--- config.mk ---
export PLATFORM = sky130hd
export DESIGN_NAME = lge_ctrl
export DESIGN_NICKNAME = d
export VERILOG_FILES = /design/src/rtl/lge_pkg.sv /design/src/rtl/lge_ctrl.sv
export SDC_FILE = /design/constraint.sdc
export NUM_CORES = 1
export LEC_CHECK = 0
export ABC_CLOCK_PERIOD_IN_PS = 1000
export BUFFER_PORTS_ARGS = -buffer_cell sky130_fd_sc_hd__buf_2
export CAP_MARGIN = 20
export CORE_AREA = 3 3 40 42
export DETAILED_ROUTE_END_ITERATION = 7
export DIE_AREA = 0 0 43 45
export HOLD_SLACK_MARGIN = 0.15
export PLACE_DENSITY = 0.46
export SETUP_SLACK_MARGIN = 0.5
export SLEW_MARGIN = 10
export SYNTH_ARGS = -nofsm -noshare
export SYNTH_HDL_FRONTEND = slang
export SYNTH_SLANG_ARGS = --single-unit
--- constraint.sdc ---
create_clock -name clk -period 1 [get_ports clk]
set_input_delay 0.1 -clock clk [delete_from_list [all_inputs] [get_ports clk]]
set_output_delay 0.1 -clock clk [all_outputs]
set_load 0.02 [all_outputs]
--- src/rtl/lge_pkg.sv ---
// Package for the life generation engine: operation codes, controller states,
// sweep phases and the command and status bundles between controller and datapath.
// No dependencies.
`timescale 1ns / 1ps
`default_nettype none

package lge_pkg;

	localparam int OP_W = 2;
	localparam int CELL_BITS = 8;
	localparam int IN_DATA_W = 24;
	localparam int OUT_DATA_W = 8;

	typedef enum logic [OP_W-1:0] {
		OP_WRITE = 2'd0,
		OP_READ  = 2'd1,
		OP_STEP  = 2'd2,
		OP_CLEAR = 2'd3
	} op_t;

	typedef enum logic [2:0] {
		ST_INIT,
		ST_IDLE,
		ST_WRITE,
		ST_READ,
		ST_CLEAR,
		ST_STEP,
		ST_DRAIN,
		ST_FINISH
	} state_t;

	typedef enum logic [1:0] {
		PH_MID,
		PH_UP,
		PH_DOWN
	} phase_t;

	typedef struct packed {
		logic capture;
		logic host_wr;
		logic host_rd;
		logic clr_wr;
		logic step_rd;
		logic flip;
		logic load_out;
	} cmd_t;

	typedef struct packed {
		logic clr_last;
		logic rd_last;
		logic busy;
		logic out_free;
	} status_t;

endpackage

`default_nettype wire

--- src/rtl/lge_ctrl.sv ---
// Controller of the life generation engine: sequences reset clearing, host byte
// access, grid clear and generation sweeps. Depends on lge_pkg.
`timescale 1ns / 1ps
`default_nettype none

module lge_ctrl (
	input  wire logic                          clk,
	input  wire logic                          arst_n,
	input  wire logic                          s_tvalid,
	output logic                               s_tready,
	input  wire logic [lge_pkg::OP_W-1:0]      s_tuser,
	input  wire lge_pkg::status_t              status,
	output lge_pkg::cmd_t                      cmd
);

	import lge_pkg::*;

	state_t state_q;
	state_t state_d;

	always_ff @(posedge clk or negedge arst_n) begin
		if (!arst_n) begin
			state_q <= ST_INIT;
		end else begin
			state_q <= state_d;
		end
	end

	always_comb begin
		state_d = state_q;
		cmd = '0;
		s_tready = 1'b0;
		unique case (state_q)
			ST_INIT: begin
				cmd.clr_wr = 1'b1;
				if (status.clr_last) begin
					state_d = ST_IDLE;
				end
			end
			ST_IDLE: begin
				s_tready = 1'b1;
				if (s_tvalid) begin
					cmd.capture = 1'b1;
					unique case (op_t'(s_tuser))
						OP_WRITE: state_d = ST_WRITE;
						OP_READ:  state_d = ST_READ;
						OP_STEP:  state_d = ST_STEP;
						OP_CLEAR: state_d = ST_CLEAR;
					endcase
				end
			end
			ST_WRITE: begin
				cmd.host_wr = 1'b1;
				state_d = ST_FINISH;
			end
			ST_READ: begin
				cmd.host_rd = 1'b1;
				state_d = ST_FINISH;
			end
			ST_CLEAR: begin
				cmd.clr_wr = 1'b1;
				if (status.clr_last) begin
					state_d = ST_FINISH;
				end
			end
			ST_STEP: begin
				cmd.step_rd = 1'b1;
				if (status.rd_last) begin
					state_d = ST_DRAIN;
				end
			end
			ST_DRAIN: begin
				if (!status.busy) begin
					cmd.flip = 1'b1;
					state_d = ST_FINISH;
				end
			end
			ST_FINISH: begin
				if (status.out_free) begin
					cmd.load_out = 1'b1;
					state_d = ST_IDLE;
				end
			end
			default: begin
				state_d = ST_IDLE;
			end
		endcase
	end

endmodule

`default_nettype wire

==> results.toml, run 1 <==
[logic_synthesis]
synth_cells = 37
ys_types = 20
synth_top_cell_by_area = "dfrtp_1"
netlist.area_leader.share = 0.246
synth.top_cells.by_area = "dfrtp_1, ha_1, nor2_1, a21oi_1, o211ai_1"
ys_ff_latch = 3
syn-cell-area_um2 = 305
synth_nets = 50
ys_seq_area_frac = 0.246
ys_warn_count = 0
synth.avg_cell_area_um2 = 8.25

[die]
dieArea_um2 = 1940
fp-row-count = 13
core_area_um2 = 1280
start_util = 0.238
die_h_um = 45
die_x_um = 43
io_pins = 17

[setup_path]
cp-end-kind = "output port"
start_kind = "register"
cp_cell_sequence = "buf_6, nor3_4, buf_6"
path_class = "reg2out"
startpoint = "state_q[1]"
r2r_start = "state_q[1]"
slowest_stage = "dfrtp_2"
cp_max_fo = 6
crit_path_frequent_cell = "buf_6"
arrival_ps = 1130
crit_required_ps = 900
critPathMaxStageDelay_ps = 450

[timing]
finalMaxSlewViolations = 0
relSlewSlack = 0.878
finalSetupViolCount = 10
finalCritPeriodShare = 1.23
fin_skew_ps = 3.41
hold_slack_ps = 171
period_minus_slack_ps = 1230
hold_viol = 0
rsz0062_at_grt = "yes"
worstMarginPinSlew_ps = 182
setup_slack_ps = -233
max_freq_mhz = 811

[detailed_routing]
avgRoutedWirePerCell_um = 10.4
drcViolationCount = 0
firstDrtPassIters = 2
routed_wirelength_um = 880
via_count = 386
drt-initial-drc-count = 2
viasPerCell = 4.54
postRouteAntennaNets = 0

[placed_design]
dp_hpwl_um = 636
gp_congestion = 0.686
dp.cells = 76
io_buffer_count = 16
pre_cts_slack_ps = -132

[cells_and_area]
largestRegisters = "state_q (3)"
fillers = 138
largest_reg_flops = 3
multi_input_area_um2 = 236
ff_latch_area_um2 = 78.8
finalNonFillerCells = 85
nets = 84
drive_above_1_share = 0.700
area_growth_pct = 107
diodes = 0
utilization = 0.493
regMostFlops = "state_q"

[job]
maxCapViolations = 0

[status]
violations = "negative setup slack"
status = "finished, violations left"

[pwr]
total_leakage_power_uw = 0.000311
p_per_area_nw_per_um2 = 2750
ir_drop_v = 0.000877

[cts]
root_buffer = "clkbuf_4"
numCtsBuffers = 3
clk_latency_ps = 230
cts_tree = "done"
ctsHtreeMaxLevel = 1
cts_sinks = 3
clkTransAtPathRegs_ps = 40
clockBufferDepth = 2

[grt]
antenna_found_initial = 0
grt_pass1_wl_um = 1400
grt_use_total = 0.101
grt_overflow_total = 0
grt_max_degree = 8
grt_pass1_vias = 382

[hold_path]
hp-start = "status[3]"
hold_path.class = "in2reg"
[per-stage QoR]
stage	setup TNS, ps	instance area (um2)	total power [uW]
floorplan	0	350	933
global placement	-553	498	1210
detailed placement	-533	498	1210
CTS	-1980	616	1690
global route	-2480	633	1870
finish	-1910	633	1740
[Yosys cell counts, drive strengths merged]
cell type  count
inv            3
and3           1
nor2           6
dfrtp          3
nand2          3
and4           1
a21oi          4
and4bb         1
or2            1
nor3           2
nor3b          1
a211oi         1
a221o          1
o211ai         2
buf            3
ha             4
[worst paths after layout]
check | endpoint | slack (ps) | cells past startpoint
worst max-delay path | s_tready | -230 | 3
max in group asynchronous | state_q[0] | 690 | 2
worst max register to register | state_q[1] | -220 | 4
min in group asynchronous | state_q[2] | 190 | 2
worst min register to register | state_q[0] | 730 | 2
worst min-delay path | state_q[0] | 170 | 3
[what timing repair did]
action | 4_1_cts | 5_1_grt
gates resized for setup | 21 | 2
setup buffers | 3 | 1
hold buffers | 1 | 0
endpoints found under the setup margin | 11 | 11
endpoints found under the hold margin | 3 | 0
pin swaps | 9 | 1
[layer usage]
layer / global-route usage / wire [um] / share of wire / vias to the layer above
li1: - / - / - / 193
met1: 0.0990 / 343 / 0.39 / 180
met2: 0.180 / 478 / 0.54 / 11
met3: 0.0319 / 50 / 0.057 / 2
met4: 0.0723 / 8 / 0.0091 / 0
met5: 0 / 0 / 0 / -
[area by class of cell]
class	count	area share
timing repair buffer	32	0.413
multi-input combinational	28	0.374
sequential	3	0.125
clock buffer	4	0.0415
tap	15	0.0296
inverter	3	0.0178
[critical path: cells and delay by family, from the launching register on]
| kind | cells | cell delay, ps |
|---|---|---|
| simple gates | 1 | 170 |
| flops | 1 | 450 |
| buf+inv | 2 | 270 |
[cells in the final DEF, fill, tap and decap left out]
cell type,netlist,layout
or2_2,1,1
clkbuf_1,0,1
dlygate4sd3_1,0,1
nor3_4,0,1
buf_2,1,9
inv_1,3,3
nor2_1,5,1
a211oi_1,1,1
dfrtp_2,0,3
nor3_1,2,1
buf_4,1,11
a21oi_1,3,3
o211ai_1,2,2
nor3b_2,0,1
buf_6,1,11
and3_4,0,1
nand2_1,3,3
and4bb_2,1,1
ha_1,4,4
nor2_4,0,2
and4_2,1,1
clkbuf_4,0,3
a21oi_2,1,1
a221o_1,1,1
nor2_2,1,3
[cell families (layout without fill, tap and decap cells)]
group	after synthesis	count (layout)	share of synthesized area
adder cells (fa/ha/maj)	4	4	0.164
buffers and inverters	6	39	0.115
flip-flops	3	3	0.246
AND/OR/NAND/NOR	16	16	0.291
AO/OA/AOI/OAI	8	8	0.184
[power breakdown]
| group | internal [uW] | total, uW | switching, uW |
|---|---|---|---|
| sequential | 195 | 326 | 132 |
| combinational | 664 | 1200 | 532 |
| clock | 150 | 216 | 66.0 |
| total | 1010 | 1740 | 729 |
Note: power is estimated with default switching activity, not from simulation.
==> inputs of run 2 (changes only) <==
SKIP_LAST_GASP = 1   (was default)
==> run 2 against run 1 <==
Compared with the run above: the run still ends with negative setup slack left; via count did not move; worst hold slack did not move; highest routed layer unchanged; critical path type unchanged; wire length did not move; critical path depth stayed put; sequential cell count unchanged; register-to-register slack is essentially flat; setup slack stayed put.
==> results.toml, run 2 (synthesized netlist as in run 1, its figures left out) <==
[die]
dieArea_um2 = 1940
start_util = 0.238
fp-row-count = 13
core_area_um2 = 1280
die_h_um = 45
die_x_um = 43
io_pins = 17

[detailed_routing]
postRouteAntennaNets = 0
firstDrtPassIters = 2
viasPerCell = 4.54
routed_wirelength_um = 880
avgRoutedWirePerCell_um = 10.4
drcViolationCount = 0
via_count = 386
drt-initial-drc-count = 2

[cells_and_area]
diodes = 0
area_growth_pct = 107
ff_latch_area_um2 = 78.8
nets = 84
fillers = 138
multi_input_area_um2 = 236
largestRegisters = "state_q (3)"
mostFrequentLayoutCells = "buf_6, buf_4, buf_2"
regMostFlops = "state_q"
largest_reg_flops = 3
drive_above_1_share = 0.700

[setup_path]
path_class = "reg2out"
slowest_stage = "dfrtp_2"
cp_cell_sequence = "buf_6, nor3_4, buf_6"
start_kind = "register"
cp-end-kind = "output port"
cp_max_fo = 6
crit_required_ps = 900
arrival_ps = 1130
crit_path_frequent_cell = "buf_6"
critPathMaxStageDelay_ps = 450

[grt]
grt.busiest_layer = "met2"
grt_use_total = 0.102
grt_max_degree = 8
antenna_found_initial = 0
grt_use_met3 = 0.0319
grt_pass1_wl_um = 1410
grt_pass1_vias = 384
grt_overflow_total = 0
use_met2 = 0.180
met1_usage = 0.101

[pwr]
total_leakage_power_uw = 0.000311
p_per_area_nw_per_um2 = 2750
ir_drop_v = 0.000877

[placed_design]
dp_hpwl_um = 636
io_buffer_count = 16
gp_congestion = 0.686
pre_cts_slack_ps = -132

[timing]
finalMaxSlewViolations = 0
setup_slack_ps = -233
tns_ps = -1910
hold_viol = 0
finalCritPeriodShare = 1.23
max_freq_mhz = 811
relSlewSlack = 0.878
rsz0062_at_grt = "yes"
hold_slack_ps = 171
finalSetupViolCount = 10
worstMarginPinSlew_ps = 182
period_minus_slack_ps = 1230
fin_skew_ps = 3.41

[cts]
root_buffer = "clkbuf_4"
ctsHtreeMaxLevel = 1
cts_tree = "done"
clkTransAtPathRegs_ps = 40
clk_latency_ps = 230
clockBufferDepth = 2
cts_sinks = 3
numCtsBuffers = 3

[hold_path]
hold_path.class = "in2reg"

[status]
violations = "negative setup slack"
status = "finished, violations left"

[job]
maxCapViolations = 0
[run 2: cell counts in the layout (fill, tap and decap cells not counted)]
No cell type changed its count.
[run 2: layout make-up]
cell class / count / share of cell area
tap: 15 / 0.0296
inverter: 3 / 0.0178
multi-input combinational: 28 / 0.374
clock buffer: 4 / 0.0415
timing repair buffer: 32 / 0.413
sequential: 3 / 0.125
[run 2: final timing paths]
check	slack, ps	cells past startpoint	end	startpoint
worst max-delay path	-230	3	s_tready	state_q[1]
worst min-delay path	170	3	state_q[0]	status[3]
worst max register to register	-220	4	state_q[1]	state_q[1]
worst min register to register	730	2	state_q[0]	state_q[2]
max in group asynchronous	690	2	state_q[0]	arst_n
min in group asynchronous	190	2	state_q[2]	arst_n
[run 2: repair_timing]
action | CTS | global route
endpoints found under the setup margin | 11 | 11
endpoints found under the hold margin | 3 | 0
gates resized for setup | 21 | 2
pin swaps | 8 | 2
setup buffers | 3 | 1
hold buffers | 1 | 0
[run 2: per-layer routing]
| layer | up-vias | routed length (um) | part of all wire |
|---|---|---|---|
| met4 | 0 | 8 | 0.0091 |
| met3 | 2 | 50 | 0.057 |
| met2 | 11 | 478 | 0.54 |
| li1 | 193 | - | - |
| met5 | - | 0 | 0 |
| met1 | 180 | 343 | 0.39 |
[run 2: through the flow]
step	total power, uW	cells	util	area, um2
floorplan	933	37	-	350
global placement	1210	76	0.388	498
detailed placement	1210	76	0.388	498
CTS	1680	84	0.479	616
global route	1870	85	0.493	633
finish	1740	85	0.493	633
[run 2: power by group]
part | internal (uW) | total (uW) | switching [uW]
registers | 195 | 326 | 132
clock network | 150 | 216 | 66.0
logic | 664 | 1200 | 532
total | 1010 | 1740 | 729
[run 2: worst max-delay path, delay by kind of cell (launching register included)]
kind          cells  cell delay, ps
flops             1             450
buf+inv           2             270
simple gates      1             170
